===== src/rtl/tbdmc_pkg.sv =====
package tbdmc_pkg;

	// Configuration register indexes
	localparam logic REG_DEBOUNCE   = 1'b0;
	localparam logic REG_LONG_PRESS = 1'b1;

	// Reset values of the configuration registers
	localparam logic [15:0] DEBOUNCE_RESET   = 16'd50;
	localparam logic [15:0] LONG_PRESS_RESET = 16'd1000;

	// Events of one debounced button for the tick being processed
	typedef struct packed {
		logic press;     // accepted level went to pressed
		logic freed;     // accepted level went to released
		logic long_hit;  // accepted pressed and held past the long-press time
	} btn_ev_t;

endpackage


===== src/rtl/tbdmc_debounce.sv =====
module tbdmc_debounce #(
	parameter int TIMER_WIDTH = 16
) (
	input  logic                   clk,
	input  logic                   arst_n,
	input  logic                   en,
	input  logic                   raw,
	input  logic [15:0]            debounce_ticks,
	input  logic [15:0]            long_press_ticks,
	output tbdmc_pkg::btn_ev_t     ev
);

	localparam int CW = (TIMER_WIDTH > 16) ? TIMER_WIDTH : 16;

	logic                   last_raw_q;
	logic                   stable_q;
	logic [TIMER_WIDTH-1:0] elapsed_q;
	logic [TIMER_WIDTH-1:0] elapsed_nxt;
	logic                   accept;
	logic                   change;
	logic                   stable_nxt;

	// Elapsed counter: restart on a raw edge, saturate at the top
	always_comb begin
		if (raw != last_raw_q) begin
			elapsed_nxt = '0;
		end else if (&elapsed_q) begin
			elapsed_nxt = elapsed_q;
		end else begin
			elapsed_nxt = elapsed_q + TIMER_WIDTH'(1);
		end
	end

	// Acceptance and events
	always_comb begin
		accept      = CW'(elapsed_nxt) > CW'(debounce_ticks);
		change      = raw != stable_q;
		stable_nxt  = (accept && change) ? raw : stable_q;
		ev.press    = accept && change && !raw;
		ev.freed    = accept && change && raw;
		ev.long_hit = accept && !stable_nxt && (CW'(elapsed_nxt) > CW'(long_press_ticks));
	end

	// State advances only when the tick is committed
	always_ff @(posedge clk or negedge arst_n) begin
		if (!arst_n) begin
			last_raw_q <= 1'b1;
			stable_q   <= 1'b0;
			elapsed_q  <= '0;
		end else if (en) begin
			last_raw_q <= raw;
			stable_q   <= stable_nxt;
			elapsed_q  <= elapsed_nxt;
		end
	end

endmodule


===== src/rtl/two_button_debounce_menu_control.sv =====
// Two-button menu control. Each input item is one millisecond tick with the raw
// active-low levels of the menu and up/down buttons and the display-off flag;
// each tick yields exactly one result item. Both buttons are debounced by
// saturating elapsed counters (TIMER_WIDTH bits) and a level is accepted once
// stable for more than debounce_ticks. Releasing the menu button toggles menu
// mode or requests the display on, unless a long press or a chorded down-step
// happened; in menu mode with display on, pressing up/down steps the threshold
// (down while menu is held), else requests display on; a long up/down hold
// repeats a step every tick. One item per clock, unless out_stall holds it,
// passes an input register, compare and flag logic and the result register.
// Accepted levels start pressed; a line held from reset gives no press event.
// The user must write configuration only while the block is idle; unenforced.
module two_button_debounce_menu_control #(
	parameter int TIMER_WIDTH = 16
) (
	input  logic              clk,
	input  logic              arst_n,
	// tick channel
	input  logic              in_valid,
	output logic              in_stall,
	input  logic              menu_raw,
	input  logic              updown_raw,
	input  logic              display_off,
	// result channel
	output logic              out_valid,
	input  logic              out_stall,
	output logic              in_menu,
	output logic              enter_menu,
	output logic              exit_and_save,
	output logic              turn_on_display,
	output logic signed [2:0] threshold_step,
	// configuration
	input  logic              cfg_we,
	input  logic              cfg_index,
	input  logic [15:0]       cfg_data
);

	logic [15:0] debounce_ticks_q;
	logic [15:0] long_press_ticks_q;

	logic valid_s1;
	logic menu_raw_s1;
	logic updown_raw_s1;
	logic display_off_s1;

	logic advance;
	logic commit;

	logic menu_mode_q, menu_held_q, menu_long_q, down_used_q, updown_long_q;
	logic mode_n, held_n, mlong_n, down_n, ulong_n;
	logic enter_n, leave_n, turn_on_n;
	logic signed [2:0] step_n;

	tbdmc_pkg::btn_ev_t menu_ev;
	tbdmc_pkg::btn_ev_t updown_ev;

	// Configuration registers
	always_ff @(posedge clk or negedge arst_n) begin
		if (!arst_n) begin
			debounce_ticks_q   <= tbdmc_pkg::DEBOUNCE_RESET;
			long_press_ticks_q <= tbdmc_pkg::LONG_PRESS_RESET;
		end else if (cfg_we) begin
			unique case (cfg_index)
				tbdmc_pkg::REG_DEBOUNCE:   debounce_ticks_q   <= cfg_data;
				tbdmc_pkg::REG_LONG_PRESS: long_press_ticks_q <= cfg_data;
				default: ;
			endcase
		end
	end

	// Handshake: input stage moves on when the result register is free or draining
	assign advance  = !out_valid || !out_stall;
	assign commit   = valid_s1 && advance;
	assign in_stall = valid_s1 && !advance;

	// Input register
	always_ff @(posedge clk or negedge arst_n) begin
		if (!arst_n) begin
			valid_s1 <= 1'b0;
		end else if (advance || !valid_s1) begin
			valid_s1 <= in_valid;
		end
	end

	always_ff @(posedge clk) begin
		if (in_valid && !in_stall) begin
			menu_raw_s1    <= menu_raw;
			updown_raw_s1  <= updown_raw;
			display_off_s1 <= display_off;
		end
	end

	// Debouncers
	tbdmc_debounce #(.TIMER_WIDTH(TIMER_WIDTH)) u_menu_deb (
		.clk              (clk),
		.arst_n           (arst_n),
		.en               (commit),
		.raw              (menu_raw_s1),
		.debounce_ticks   (debounce_ticks_q),
		.long_press_ticks (long_press_ticks_q),
		.ev               (menu_ev)
	);

	tbdmc_debounce #(.TIMER_WIDTH(TIMER_WIDTH)) u_updown_deb (
		.clk              (clk),
		.arst_n           (arst_n),
		.en               (commit),
		.raw              (updown_raw_s1),
		.debounce_ticks   (debounce_ticks_q),
		.long_press_ticks (long_press_ticks_q),
		.ev               (updown_ev)
	);

	// Menu button first, then up/down sees the updated mode and hold flag
	always_comb begin
		mode_n    = menu_mode_q;
		held_n    = menu_held_q;
		mlong_n   = menu_long_q;
		down_n    = down_used_q;
		ulong_n   = updown_long_q;
		enter_n   = 1'b0;
		leave_n   = 1'b0;
		turn_on_n = 1'b0;
		step_n    = 3'sd0;

		if (menu_ev.press) begin
			held_n = 1'b1;
		end
		if (menu_ev.freed) begin
			if (menu_held_q && !menu_long_q && !down_used_q) begin
				if (!display_off_s1) begin
					mode_n  = !menu_mode_q;
					enter_n = !menu_mode_q;
					leave_n = menu_mode_q;
				end else begin
					turn_on_n = 1'b1;
				end
			end
			mlong_n = 1'b0;
			down_n  = 1'b0;
			held_n  = 1'b0;
		end
		if (menu_ev.long_hit && !down_n) begin
			mlong_n = 1'b1;
		end

		if (updown_ev.press) begin
			if (!display_off_s1 && mode_n) begin
				if (held_n) begin
					down_n = 1'b1;
					step_n = -3'sd1;
				end else begin
					step_n = 3'sd1;
				end
			end else begin
				turn_on_n = 1'b1;
			end
		end
		if (updown_ev.freed) begin
			ulong_n = 1'b0;
		end
		// auto-repeat, independent of display and mode
		if (updown_ev.long_hit) begin
			ulong_n = 1'b1;
			step_n  = held_n ? (step_n - 3'sd1) : (step_n + 3'sd1);
		end
	end

	// Control state
	always_ff @(posedge clk or negedge arst_n) begin
		if (!arst_n) begin
			menu_mode_q   <= 1'b0;
			menu_held_q   <= 1'b0;
			menu_long_q   <= 1'b0;
			down_used_q   <= 1'b0;
			updown_long_q <= 1'b0;
		end else if (commit) begin
			menu_mode_q   <= mode_n;
			menu_held_q   <= held_n;
			menu_long_q   <= mlong_n;
			down_used_q   <= down_n;
			updown_long_q <= ulong_n;
		end
	end

	// Result register
	always_ff @(posedge clk or negedge arst_n) begin
		if (!arst_n) begin
			out_valid <= 1'b0;
		end else if (advance) begin
			out_valid <= valid_s1;
		end
	end

	always_ff @(posedge clk) begin
		if (commit) begin
			in_menu         <= mode_n;
			enter_menu      <= enter_n;
			exit_and_save   <= leave_n;
			turn_on_display <= turn_on_n;
			threshold_step  <= step_n;
		end
	end

`ifndef ASSERT_OFF
	// Entering or leaving must agree with the reported mode
	a_enter_mode: assert property (@(posedge clk) disable iff (!arst_n)
		out_valid && enter_menu |-> in_menu && !exit_and_save)
		else $error("enter_menu without menu mode");

	a_exit_mode: assert property (@(posedge clk) disable iff (!arst_n)
		out_valid && exit_and_save |-> !in_menu)
		else $error("exit_and_save while still in menu mode");

	// A chorded down-step only exists during a menu hold
	a_down_held: assert property (@(posedge clk) disable iff (!arst_n)
		down_used_q |-> menu_held_q)
		else $error("down_used set without menu held");

	// Up/down long-press flag only while its accepted level is pressed
	a_ulong_pressed: assert property (@(posedge clk) disable iff (!arst_n)
		commit && updown_long_q |-> !updown_ev.freed || !ulong_n)
		else $error("updown long flag kept across release");
`endif

endmodule


===== config.mk =====
export PLATFORM = sky130hd
export DESIGN_NAME = two_button_debounce_menu_control
export DESIGN_NICKNAME = d
export VERILOG_FILES = /design/src/rtl/tbdmc_pkg.sv /design/src/rtl/tbdmc_debounce.sv /design/src/rtl/two_button_debounce_menu_control.sv
export SDC_FILE = /design/constraint.sdc
export NUM_CORES = 1
export LEC_CHECK = 0
export BUFFER_PORTS_ARGS = -buffer_cell sky130_fd_sc_hd__buf_2
export CAP_MARGIN = 20
export CORE_MARGIN = 10
export CORE_UTILIZATION = 55
export DETAILED_ROUTE_END_ITERATION = 7
export PLACE_DENSITY = 0.73
export SLEW_MARGIN = 25
export SYNTH_ARGS = -nofsm -noshare
export SYNTH_HDL_FRONTEND = slang
export SYNTH_HIERARCHICAL = 1
export SYNTH_SLANG_ARGS = --single-unit

===== constraint.sdc =====
create_clock -name clk -period 4.9 [get_ports clk]
set_clock_uncertainty 0.05 [all_clocks]
set_input_delay 0.49 -clock clk [delete_from_list [all_inputs] [get_ports clk]]
set_output_delay 0.49 -clock clk [all_outputs]
set_load 0.01 [all_outputs]

# After elaboration in Yosys (flattened, before gate mapping)
# Index checks and enable logic that the tools add are counted.
# totals
reg_bits	84
latchBits	0
ramBits	0
mem_bits_ro	0
in_bits	25
output_inout_bits	9
word_cells	103
mem_count	0
# op_classes
add_sub_neg	4
multipliers	0
div	0
magnitude_cmp	4
n_eq_ne	4
n_shift	0
n_mux	27
bitwise_logic	3
reduce_logical	39
# ops
cell	n
> comparator 16 bit	4
two-way mux 16 bit	4
adder 16 x 1 -> 16 bit, second input constant	2
AND reduction 16 bit	2
two-way mux 1 bit	18
logical AND 1 bit	16
two-way mux 3 bit	5
logical NOT 1 bit	14
AND reduction 2 bit	3
inequality test 1 bit	4
adder 3 x 2 -> 3 bit, second input constant	1
inverter 1 bit	3
OR reduction 3 bit	1
subtractor 3 x 2 -> 3 bit, second input constant	1
logical OR 1 bit	2
nonzero test 2 bit	1

# Longest topological paths before layout
# Gate-level depths: netlist of the first run.
# depth
word_depth	14
depth_mapped	21
ltp_nobuf	20

# Cells and area by module
# The synthesis of the first run kept the hierarchy.
# by_module_without_submodules
mod	instances	cells_per_inst	area_per_inst_um2	seq_area_each_um2
tbdmc_debounce at u_menu_deb	1	256	2098.3	451.7
tbdmc_debounce at u_updown_deb	1	253	2013.2	451.7
two_button_debounce_menu_control	1	122	1931.9	1262.5

# Least setup slack after synthesis of the first run
# OpenSTA, ideal clock, no wires.
# synth_path
kind	reg-to-reg
startpoint	reg u_updown_deb.elapsed_q[0]
endpoint	reg threshold_step[1], data pin
arrival_time_ps	4128
t_required_ps	4566
path_slack_ps	438
path_stages_with_launch	21
n_path_buf	0
synth_period_minus_slack_ps	4462
cell_sequence	dfrtp_1 ha_1 nand3_1 or4_4 nor2_8 nor3_2 xnor2_1 nor2_1 ha_1 and3_1 a221oi_1 nor3_1 or4_1 nand2_1 nor3b_1 and3b_1 mux2i_2 inv_1 fa_1 nand2_1 o21ai_0
# synth_lines
item	line_no	text
from (decl)	tbdmc_debounce.sv:17	logic [TIMER_WIDTH-1:0] elapsed_q;
from (signal assigned)	tbdmc_debounce.sv:53	elapsed_q <= elapsed_nxt;
to (signal assigned)	two_button_debounce_menu_control.sv:201	threshold_step <= step_n;
to (decl)	two_button_debounce_menu_control.sv:31	output logic signed [2:0] threshold_step,

==> impl_results.md, run 1 <==
* Kind of end point of the critical path: flip-flop
* Net count, final at 772
* Non-filler cells in the finished layout at 825
* Filler Cells Inserted at 872
* Cell-by-cell trace of the critical path: ha_4 -> nand3_2 -> nor4_4 -> buf_4 -> nor2_1 -> a21oi_1 -> o21a_1 -> ha_1 -> and4_4 -> a21oi_1 -> o21ai_1 -> or4_4 -> nand2_1 -> nor3b_2 -> and4bb_2 -> mux2i_4 -> inv_1 -> fa_1 -> nand2_1 -> o21ai_0
* Post-route cell area at 0.00674 mm^2
* Fraction of power consumed by the clock network at 0.228
* Utilization after layout at 0.624
* DRT iter0 DRCs at 475
* Initial Utilization at 0.559
* Cell count after synthesis at 630
* Result of the run: complete, no violations
* Clock sinks at 84
* Standard cell with the maximum stage delay on the critical path: or4_4
* Total number of cells along the worst setup path at 20
* I/O pin count at 34
* Die area at 0.0156 mm^2
* Max Fclk at 0.214 GHz
* Wire length of the first global-routing pass at 23500 um
* Vias per inst at 5.91
* Row count at 38
* Critical path class: flip-flop to flip-flop
* Final Critical Period at 4.67 ns
* Max-slew headroom at 0.411
* Detailed placer's ending HPWL at 10700 um
* Worst skew pair latency at 0.39 ns
* Antenna violations before repair at 0
* Net switching share of the total power at 0.342
* Area of the core at 0.0108 mm^2
* Routed wire length per instance at 17.6 um
* Detailed Routing Iterations Pass 1 at 5
* Vias after detailed routing at 4874
* Worst hold-check slack at 0.0666 ns
* TritonCTS clock tree: done
* Die width at 125 um
* Pin count of the biggest net entering global routing at 75
* # placed instances at 796
* Die Height at 125 um
* Net count after synthesis at 722
* Class of the tightest hold or removal check: input port to asynchronous set/reset pin
* Setup violations, final at 0
* Netlist area before placement at 0.00604 mm^2
* Fraction of layout cells with a size suffix above 1 at 0.248
* Internal Power at 1240 uW
* Clock-pin transition on the worst setup and hold timing paths at 0.09 ns
* Drt drc at 0
* Proportion of power drawn by flip-flops and latches at 0.479
* WP data required at 4.98 ns
* Worst path bufs/invs at 2
* Net switching power at 644 uW
* Path depth of the worst reg2reg path at 20
* Count of antenna diodes in the layout at 0
* Global router's overall resource usage at 0.180
* TritonCTS buffer count at 9
* Overall routed net length at 14500 um
* Avg Synthesized Cell Area at 9.58 um^2
* Number of global-route vias before repair at 4767
* Antenna Violating Nets Remaining at 0
* Final hold vios at 0
* Number of buffers between clock root and the deepest sink at 2
* Most used cells in the layout excluding fill and tap cells: inv_1, ha_1, dfrtp_1, a21oi_1, nor2_1
* Reported max-cap violation count at 0
* Critical path data arrival time at 4.75 ns
* Biggest fanout along the worst timing path at 5
* Pwr Density at 279 mW/mm^2
* Period utilization at 0.954
* Logic gate share of total power at 0.293
* Area of placed instances at 0.00636 mm^2
* Slew at the pin with the worst max-slew slack at 0.884 ns
* H-tree level count at 3
* Final Slew Violations at 0
* Largest delay contributor family on the critical path: simple AND/OR/NAND/NOR gates
* Pleak at 0.00329 uW
* Startpoint Class: flip-flop
* Worst-case vdd ir drop at 242 uV
* Leading cell type in the layout, fill and taps excluded: inv_1
* Final global-route overflow total at 0
* I/O Buffers at 33
* Clock tree root driver cell: clkbuf_8
* Placer Congestion at 0.869
* CP max stage delay at 0.56 ns
* Yosys warning total at 6
* Layout area overhead at 11.7%
==> routing by layer <==
layer / wire [um] / up-vias / GRT usage
li1: - / 2362 / -
met1: 6340 / 2366 / 0.220
met2: 7270 / 113 / 0.304
met3: 523 / 33 / 0.0285
met4: 395 / 0 / 0.0829
met5: 0 / - / 0
==> what timing repair did <==
item                                    CTS  global route
endpoints found under the setup margin    0             2
hold buffers                              0             0
gates resized for setup                   0            31
hold endpoints to repair                  0             0
setup buffers                             0            13
==> layout make-up <==
| class | count | area [um^2] | area share |
|---|---|---|---|
| Timing Repair Buffer | 55 | 337 | 0.0499 |
| Clock inverter | 1 | 5.00 | 0.000743 |
| Clock buffer | 15 | 146 | 0.0217 |
| Sequential cell | 84 | 2170 | 0.323 |
| Multi-Input combinational cell | 460 | 3640 | 0.540 |
| Inverter | 70 | 263 | 0.0390 |
| Tap cell | 140 | 175 | 0.0260 |
==> power by group through the flow <==
stage               logic [uW]  registers (uW)  clock network [uW]
global placement           475             895                   0
CTS                        505             888                 444
global route               619             911                 473
floorplan                  369             869                   0
finish                     551             900                 430
detailed placement         503             901                   0
==> registers in the layout (all words and copies together) (netlist names), 3 cells and up <==
| signal | cells |
|---|---|
| debounce_ticks_q | 16 |
| long_press_ticks_q | 16 |
| u_menu_deb/elapsed_q | 16 |
| u_updown_deb/elapsed_q | 16 |
| threshold_step | 3 |
==> stage by stage <==
| step | setup TNS (ns) | worst slack, ns | power (uW) |
|---|---|---|---|
| floorplan | 0 | 0.463 | 1240 |
| global placement | 0 | 0.250 | 1370 |
| detailed placement | 0 | 0.0708 | 1400 |
| CTS | 0 | 0.0521 | 1840 |
| global route | -0.0222 | -0.0222 | 2000 |
| finish | 0 | 0.225 | 1880 |
==> worst paths after layout <==
kind                                                      from                                     to  slack [ns]
min reg2reg                               valid_s1$_DFFE_PN0N_                  out_valid$_DFFE_PN0P_        0.44
min in group clk                                    updown_raw                updown_raw_s1$_DFFE_PP_        0.24
min                                                     arst_n   u_menu_deb/elapsed_q[11]$_DFFE_PN0P_        0.07
max reg2reg                u_menu_deb/elapsed_q[1]$_DFFE_PN0P_            threshold_step[1]$_DFFE_PP_        0.23
max in group asynchronous                               arst_n  u_updown_deb/elapsed_q[0]$_DFFE_PN0P_        4.19
max                        u_menu_deb/elapsed_q[1]$_DFFE_PN0P_            threshold_step[1]$_DFFE_PP_        0.23
Power figures use the tool's default switching activity.
==> inputs of run 2 (changes only) <==
==> constraint.sdc (replaced) <==
create_clock -name clk -period 4.9 [get_ports clk]
set_clock_uncertainty 0.05 [all_clocks]
set_input_delay 0.245 -clock clk [delete_from_list [all_inputs] [get_ports clk]]
set_output_delay 0.245 -clock clk [all_outputs]
set_load 0.01 [all_outputs]
==> impl_results.md, run 2 (synthesis gave the netlist of run 1 again) <==
* Result of the run: complete, no violations (unchanged)
* Detailed placer's ending HPWL at 10500 um (was 10700 um)
* Pleak at 0.00336 uW (was 0.00329 uW)
* Antenna violations before repair at 0 (unchanged)
* Global router's overall resource usage at 0.182 (was 0.180)
* Setup violations, final at 0 (unchanged)
* Max-slew headroom at 0.441 (was 0.411)
* Clock-pin transition on the worst setup and hold timing paths at 0.08 ns (was 0.09 ns)
* Number of buffers between clock root and the deepest sink at 2 (unchanged)
* Net count, final at 778 (was 772)
* Slew at the pin with the worst max-slew slack at 0.838 ns (was 0.884 ns)
* Final Critical Period at 4.70 ns (was 4.67 ns)
* TritonCTS clock tree: done (unchanged)
* Vias after detailed routing at 4865 (was 4874)
* Count of antenna diodes in the layout at 0 (unchanged)
* Startpoint Class: flip-flop (unchanged)
* Row count at 38 (unchanged)
* Leading cell type in the layout, fill and taps excluded: inv_1 (unchanged)
* Reported max-cap violation count at 0 (unchanged)
* GR Util met1 at 0.217 (was 0.220)
* Final hold vios at 0 (unchanged)
* Standard cell with the maximum stage delay on the critical path: or4_4 (unchanged)
* Pwr Density at 292 mW/mm^2 (was 279 mW/mm^2)
* Placer Congestion at 0.863 (was 0.869)
* Max Fclk at 0.213 GHz (was 0.214 GHz)
* Number of global-route vias before repair at 4864 (was 4767)
* Die area at 0.0156 mm^2 (unchanged)
* Detailed Routing Iterations Pass 1 at 5 (unchanged)
* Worst-case vdd ir drop at 195 uV (was 242 uV)
* I/O Buffers at 33 (unchanged)
* Area of the core at 0.0108 mm^2 (unchanged)
* R2r setup slk at 0.20 ns (was 0.23 ns)
* Final global-route overflow total at 0 (unchanged)
* Layer with the highest usage: met2 (unchanged)
* Post-route cell area at 0.00681 mm^2 (was 0.00674 mm^2)
* Vias per inst at 5.85 (was 5.91)
* Antenna Violating Nets Remaining at 0 (unchanged)
* CP max stage delay at 0.58 ns (was 0.56 ns)
* Post-Place Worst Slack at 0.138 ns (was 0.0708 ns)
* Overall routed net length at 14400 um (was 14500 um)
* Clock sinks at 84 (unchanged)
* Most used cells in the layout excluding fill and tap cells: inv_1, ha_1, dfrtp_1, a21oi_1, nor2_1 (unchanged)
* Cell type with the highest occurrence count on the critical path: or4_4
* Routed wire length per instance at 17.3 um (was 17.6 um)
* Worst Setup Slack, final at 0.198 ns (was 0.225 ns)
* Wire length of the first global-routing pass at 23700 um (was 23500 um)
* Pin count of the biggest net entering global routing at 75 (unchanged)
* Area of placed instances at 0.00636 mm^2 (unchanged)
* Initial Utilization at 0.559 (unchanged)
* Die width at 125 um (unchanged)
* Critical path data arrival time at 4.77 ns (was 4.75 ns)
* Final Slew Violations at 0 (unchanged)
* TritonCTS buffer count at 9 (unchanged)
* Critical path class: flip-flop to flip-flop (unchanged)
* DRT iter0 DRCs at 361 (was 475)
* Class of the tightest hold or removal check: input port to flip-flop (was input port to asynchronous set/reset pin)
* I/O pin count at 34 (unchanged)
* Largest delay contributor family on the critical path: simple AND/OR/NAND/NOR gates (unchanged)
* Biggest fanout along the worst timing path at 4 (was 5)
* Die Height at 125 um (unchanged)
* Drt drc at 0 (unchanged)
* Met3 Usage GRT at 0.0294 (was 0.0285)
* Period utilization at 0.960 (was 0.954)
* Worst skew pair latency at 0.38 ns (was 0.39 ns)
* H-tree level count at 3 (unchanged)
* Kind of end point of the critical path: flip-flop (unchanged)
* Met2 usage at 0.316 (was 0.304)
* WP data required at 4.97 ns (was 4.98 ns)
* Worst path bufs/invs at 1 (was 2)
* Fraction of layout cells with a size suffix above 1 at 0.245 (was 0.248)
* Cell-by-cell trace of the critical path: ha_4 -> nand3_2 -> or4_4 -> nor2_8 -> nor3_2 -> xnor2_1 -> nor2_1 -> ha_1 -> and3_1 -> a221oi_2 -> nor3_1 -> or4_4 -> nand2_2 -> nor3b_2 -> and3b_1 -> mux2i_2 -> inv_1 -> fa_1 -> nand2_1 -> o21ai_0 (was ha_4 -> nand3_2 -> nor4_4 -> buf_4 -> nor2_1 -> a21oi_1 -> o21a_1 -> ha_1 -> and4_4 -> a21oi_1 -> o21ai_1 -> or4_4 -> nand2_1 -> nor3b_2 -> and4bb_2 -> mux2i_4 -> inv_1 -> fa_1 -> nand2_1 -> o21ai_0)
* Clock tree root driver cell: clkbuf_8 (unchanged)
* Layout area overhead at 12.9% (was 11.7%)
run 2: final cells by class:
type / count / area [um^2]
flip-flops and latches: 84 / 2170
fillers: 890 / 3980
multi-input cells: 460 / 3600
inverters: 70 / 263
repair buffers: 61 / 392
clock inverters: 6 / 77.6
clock buffers: 10 / 138
well taps: 140 / 175
run 2: routing by layer:
layer,part of all wire,vias to the layer above,routed length [um]
li1,-,2372,-
met1,0.43,2337,6210
met2,0.50,117,7250
met3,0.035,39,501
met4,0.028,0,405
met5,0,-,0
run 2: worst register-to-register path: cells and delay by family (launching register included):
kind / cells / cell delay (ns)
buffers and inverters: 1 / 0.08
adder cells (fa/ha/maj): 3 / 0.88
flip-flops: 1 / 0.45
multiplexers: 1 / 0.19
AND/OR/NAND/NOR: 12 / 2.27
XOR/XNOR: 1 / 0.14
AO/OA/AOI/OAI: 2 / 0.37
run 2: report_power, final:
group / switching [uW] / leakage (uW) / internal [uW] / total (uW)
combinational: 296 / 0.00223 / 249 / 545
sequential: 98.2 / 0.00102 / 798 / 897
clock: 253 / 0.000111 / 296 / 548
run 2: worst paths after layout:
check,startpoint,endpoint,cells after the start
worst max-delay path,u_updown_deb/elapsed_q[1]$_DFFE_PN0P_,threshold_step[1]$_DFFE_PP_,20
worst min-delay path,in_valid,valid_s1$_DFFE_PN0N_,2
worst max register to register,u_updown_deb/elapsed_q[1]$_DFFE_PN0P_,threshold_step[1]$_DFFE_PP_,20
worst min register to register,valid_s1$_DFFE_PN0N_,out_valid$_DFFE_PN0P_,1
max in group asynchronous,arst_n,u_updown_deb/elapsed_q[0]$_DFFE_PN0P_,2
min in group asynchronous,arst_n,u_menu_deb/elapsed_q[2]$_DFFE_PN0P_,2
run 2: timing repair:
action / 4_1_cts / 5_1_grt
endpoints found under the hold margin: 11 / 0
gates resized for setup: 0 / 21
setup buffers: 0 / 15
setup endpoints to repair: 0 / 2
hold buffers: 4 / 0
run 2: through the flow:
stage	utilization	TNS (ns)	instances	hold slack (ns)	power (uW)
floorplan	-	0	630	-0.101	1240
global placement	0.589	0	796	0.374	1370
detailed placement	0.589	0	796	0.373	1400
CTS	0.613	0	816	0.0274	1960
global route	0.631	-0.0631	831	0.0296	2120
finish	0.631	0	831	0.0341	1990
==> inputs of run 3 (changes only) <==
Settings changed: GPL_ROUTABILITY_DRIVEN set to 0, PLACE_DENSITY 0.73 to 0.7.
==> impl_results.md, run 3 (synthesis gave the netlist of run 1 again) <==
* Result of the run: complete, no violations (unchanged)
* CP max stage delay at 0.59 ns (was 0.58 ns)
* Biggest fanout along the worst timing path at 4 (unchanged)
* Combined area of the multi-input logic cells at 0.00365 mm^2 (was 0.00360 mm^2)
* Detailed Routing Iterations Pass 1 at 4 (was 5)
* Proportion of power drawn by flip-flops and latches at 0.478 (was 0.451)
* Internal Power at 1230 uW (was 1340 uW)
* Final hold vios at 0 (unchanged)
* Layout area overhead at 12.2% (was 12.9%)
* Wire length of the first global-routing pass at 23800 um (was 23700 um)
* Max Fclk at 0.213 GHz (about the same)
* Period utilization at 0.959 (was 0.960)
* Final TNS setup at 0 ns (unchanged)
* Net switching share of the total power at 0.347 (was 0.325)
* Cell-by-cell trace of the critical path: ha_4 -> nand3_4 -> or4_4 -> nor2_8 -> nor3_2 -> xnor2_1 -> nor2_1 -> ha_1 -> and3_1 -> a221oi_2 -> nor3_1 -> or4_1 -> nand2_2 -> nor3b_2 -> and3b_1 -> mux2i_2 -> inv_1 -> fa_1 -> nand2_1 -> o21ai_0 (was ha_4 -> nand3_2 -> or4_4 -> nor2_8 -> nor3_2 -> xnor2_1 -> nor2_1 -> ha_1 -> and3_1 -> a221oi_2 -> nor3_1 -> or4_4 -> nand2_2 -> nor3b_2 -> and3b_1 -> mux2i_2 -> inv_1 -> fa_1 -> nand2_1 -> o21ai_0)
* Met3 Usage GRT at 0.0302 (was 0.0294)
* Clock sinks at 84 (unchanged)
* Worst-case vdd ir drop at 151 uV (was 195 uV)
* Area of the core at 0.0108 mm^2 (unchanged)
* Row count at 38 (unchanged)
* Reported max-cap violation count at 0 (unchanged)
* Pin count of the biggest net entering global routing at 75 (unchanged)
* Worst skew pair latency at 0.37 ns (was 0.38 ns)
* Max-slew headroom at 0.400 (was 0.441)
* Vias per inst at 5.84 (was 5.85)
* Standard cell with the maximum stage delay on the critical path: or4_4 (unchanged)
* Global router's overall resource usage at 0.180 (was 0.182)
* Die Height at 125 um (unchanged)
* Final Critical Period at 4.70 ns (about the same)
* Pleak at 0.00332 uW (was 0.00336 uW)
* Final Slew Violations at 0 (unchanged)
* Die area at 0.0156 mm^2 (unchanged)
* Post-Place Worst Slack at -0.0662 ns (was 0.138 ns)
* Layer with the highest usage: met2 (unchanged)
* Post-route cell area at 0.00677 mm^2 (was 0.00681 mm^2)
* Crit Reg-Reg Endpoint: threshold_step[1]$_DFFE_PP_ (unchanged)
* Number of global-route vias before repair at 4854 (was 4864)
* TritonCTS buffer count at 9 (unchanged)
* Count of antenna diodes in the layout at 0 (unchanged)
* Area of placed instances at 0.00636 mm^2 (unchanged)
* Routed wire length per instance at 17.5 um (was 17.3 um)
* Final global-route overflow total at 0 (unchanged)
* Met2 usage at 0.306 (was 0.316)
* Drt drc at 0 (unchanged)
* Most used cells in the layout excluding fill and tap cells: inv_1, ha_1, dfrtp_1, a21oi_1, nor2_1 (unchanged)
* Critical path class: flip-flop to flip-flop (unchanged)
* Overall routed net length at 14400 um (about the same)
* Net switching power at 655 uW (was 647 uW)
* TritonCTS clock tree: done (unchanged)
* Fraction of power consumed by the clock network at 0.229 (was 0.276)
* Critical path data arrival time at 4.75 ns (was 4.77 ns)
* Clock tree root driver cell: clkbuf_8 (unchanged)
* Slew at the pin with the worst max-slew slack at 0.900 ns (was 0.838 ns)
* Filler Cells Inserted at 856 (was 890)
* Hold Crit Endpoint: valid_s1$_DFFE_PN0N_ (unchanged)
* Class of the tightest hold or removal check: input port to flip-flop (unchanged)
* Kind of end point of the critical path: flip-flop (unchanged)
* Critical register-to-register path startpoint: u_updown_deb/elapsed_q[1]$_DFFE_PN0P_ (unchanged)
* I/O pin count at 34 (unchanged)
* Die width at 125 um (unchanged)
* WP data required at 4.95 ns (was 4.97 ns)
* Vias after detailed routing at 4825 (was 4865)
* Startpoint Class: flip-flop (unchanged)
* Path depth of the worst reg2reg path at 20 (unchanged)
* Worst hold path stage count at 2 (unchanged)
* H-tree level count at 3 (unchanged)
* Number of buffers between clock root and the deepest sink at 2 (unchanged)
* I/O Buffers at 33 (unchanged)
* Net count, final at 773 (was 778)
* Clock-pin transition on the worst setup and hold timing paths at 0.08 ns (about the same)
* Initial Utilization at 0.559 (unchanged)
* Logic gate share of total power at 0.293 (was 0.274)
* Fraction of layout cells with a size suffix above 1 at 0.241 (was 0.245)
* DRT iter0 DRCs at 407 (was 361)
* FF+latch area at 0.00217 mm^2 (about the same)
* GR Util met1 at 0.221 (was 0.217)
* Worst Setup Slack, final at 0.200 ns (was 0.198 ns)
* Detailed placer's ending HPWL at 10700 um (was 10500 um)
* Antenna Violating Nets Remaining at 0 (unchanged)
* Pwr Density at 279 mW/mm^2 (was 292 mW/mm^2)
* Leading cell type in the layout, fill and taps excluded: inv_1 (unchanged)
* Antenna violations before repair at 0 (unchanged)
* R2r setup slk at 0.20 ns (about the same)
* Worst min-delay path startpoint: in_valid (unchanged)
* Setup violations, final at 0 (unchanged)
## run 3: cell type report
cell class	instances	share of cell area
inverters	70	0.0388
repair buffers	56	0.0523
clock inverters	6	0.00462
multi-input cells	460	0.539
well taps	140	0.0259
clock buffers	10	0.0188
flip-flops and latches	84	0.321
## run 3: worst max-delay path by stage
stage                                                from                     endpoint
CTS                   u_menu_deb/elapsed_q[0]$_DFFE_PN0P_  threshold_step[1]$_DFFE_PP_
detailed placement    u_menu_deb/elapsed_q[0]$_DFFE_PN0P_  threshold_step[1]$_DFFE_PP_
floorplan           u_updown_deb/elapsed_q[0]$_DFFE_PN0P_  threshold_step[1]$_DFFE_PP_
finish              u_updown_deb/elapsed_q[1]$_DFFE_PN0P_  threshold_step[1]$_DFFE_PP_
global placement      u_menu_deb/elapsed_q[0]$_DFFE_PN0P_  threshold_step[1]$_DFFE_PP_
global route        u_updown_deb/elapsed_q[1]$_DFFE_PN0P_  threshold_step[1]$_DFFE_PP_
## run 3: metal layers
metal	wire, um	part of all wire
met2	7330	0.51
met3	407	0.028
met1	6460	0.45
met5	0	0
met4	229	0.016
## run 3: stage by stage
step                      power [uW]  hold WS [ns]  std cells  utilization
after floorplan                 1240        -0.101        630            -
after global placement          1380         0.373        796        0.589
after detailed placement        1400         0.373        796        0.589
after CTS                       1840      0.000117        815        0.607
after global routing            2010        0.0387        826        0.627
final                           1890        0.0307        826        0.627
## run 3: what timing repair did
| item | CTS | global route |
|---|---|---|
| hold endpoints to repair | 3 | 63 |
| pin swaps | 0 | 4 |
| hold buffers | 3 | 1 |
| setup endpoints to repair | 1 | 2 |
| buffers inserted | 0 | 10 |
| resized for setup | 1 | 27 |
## run 3: power by group through the flow
| stage | sequential (uW) | combinational [uW] | clock [uW] |
|---|---|---|---|
| floorplan | 869 | 369 | 0 |
| global placement | 898 | 477 | 0 |
| detailed placement | 903 | 500 | 0 |
| CTS | 890 | 507 | 448 |
| global route | 915 | 621 | 478 |
| finish | 902 | 553 | 433 |
## run 3: critical path: cells and delay by family, from the launching register on
family          cells  cell delay, ns
xor+xnor            1            0.14
mux                 1            0.19
compound gates      2            0.34
fa+ha+maj           3            0.89
flops               1            0.42
buf+inv             1            0.08
simple gates       12            2.28
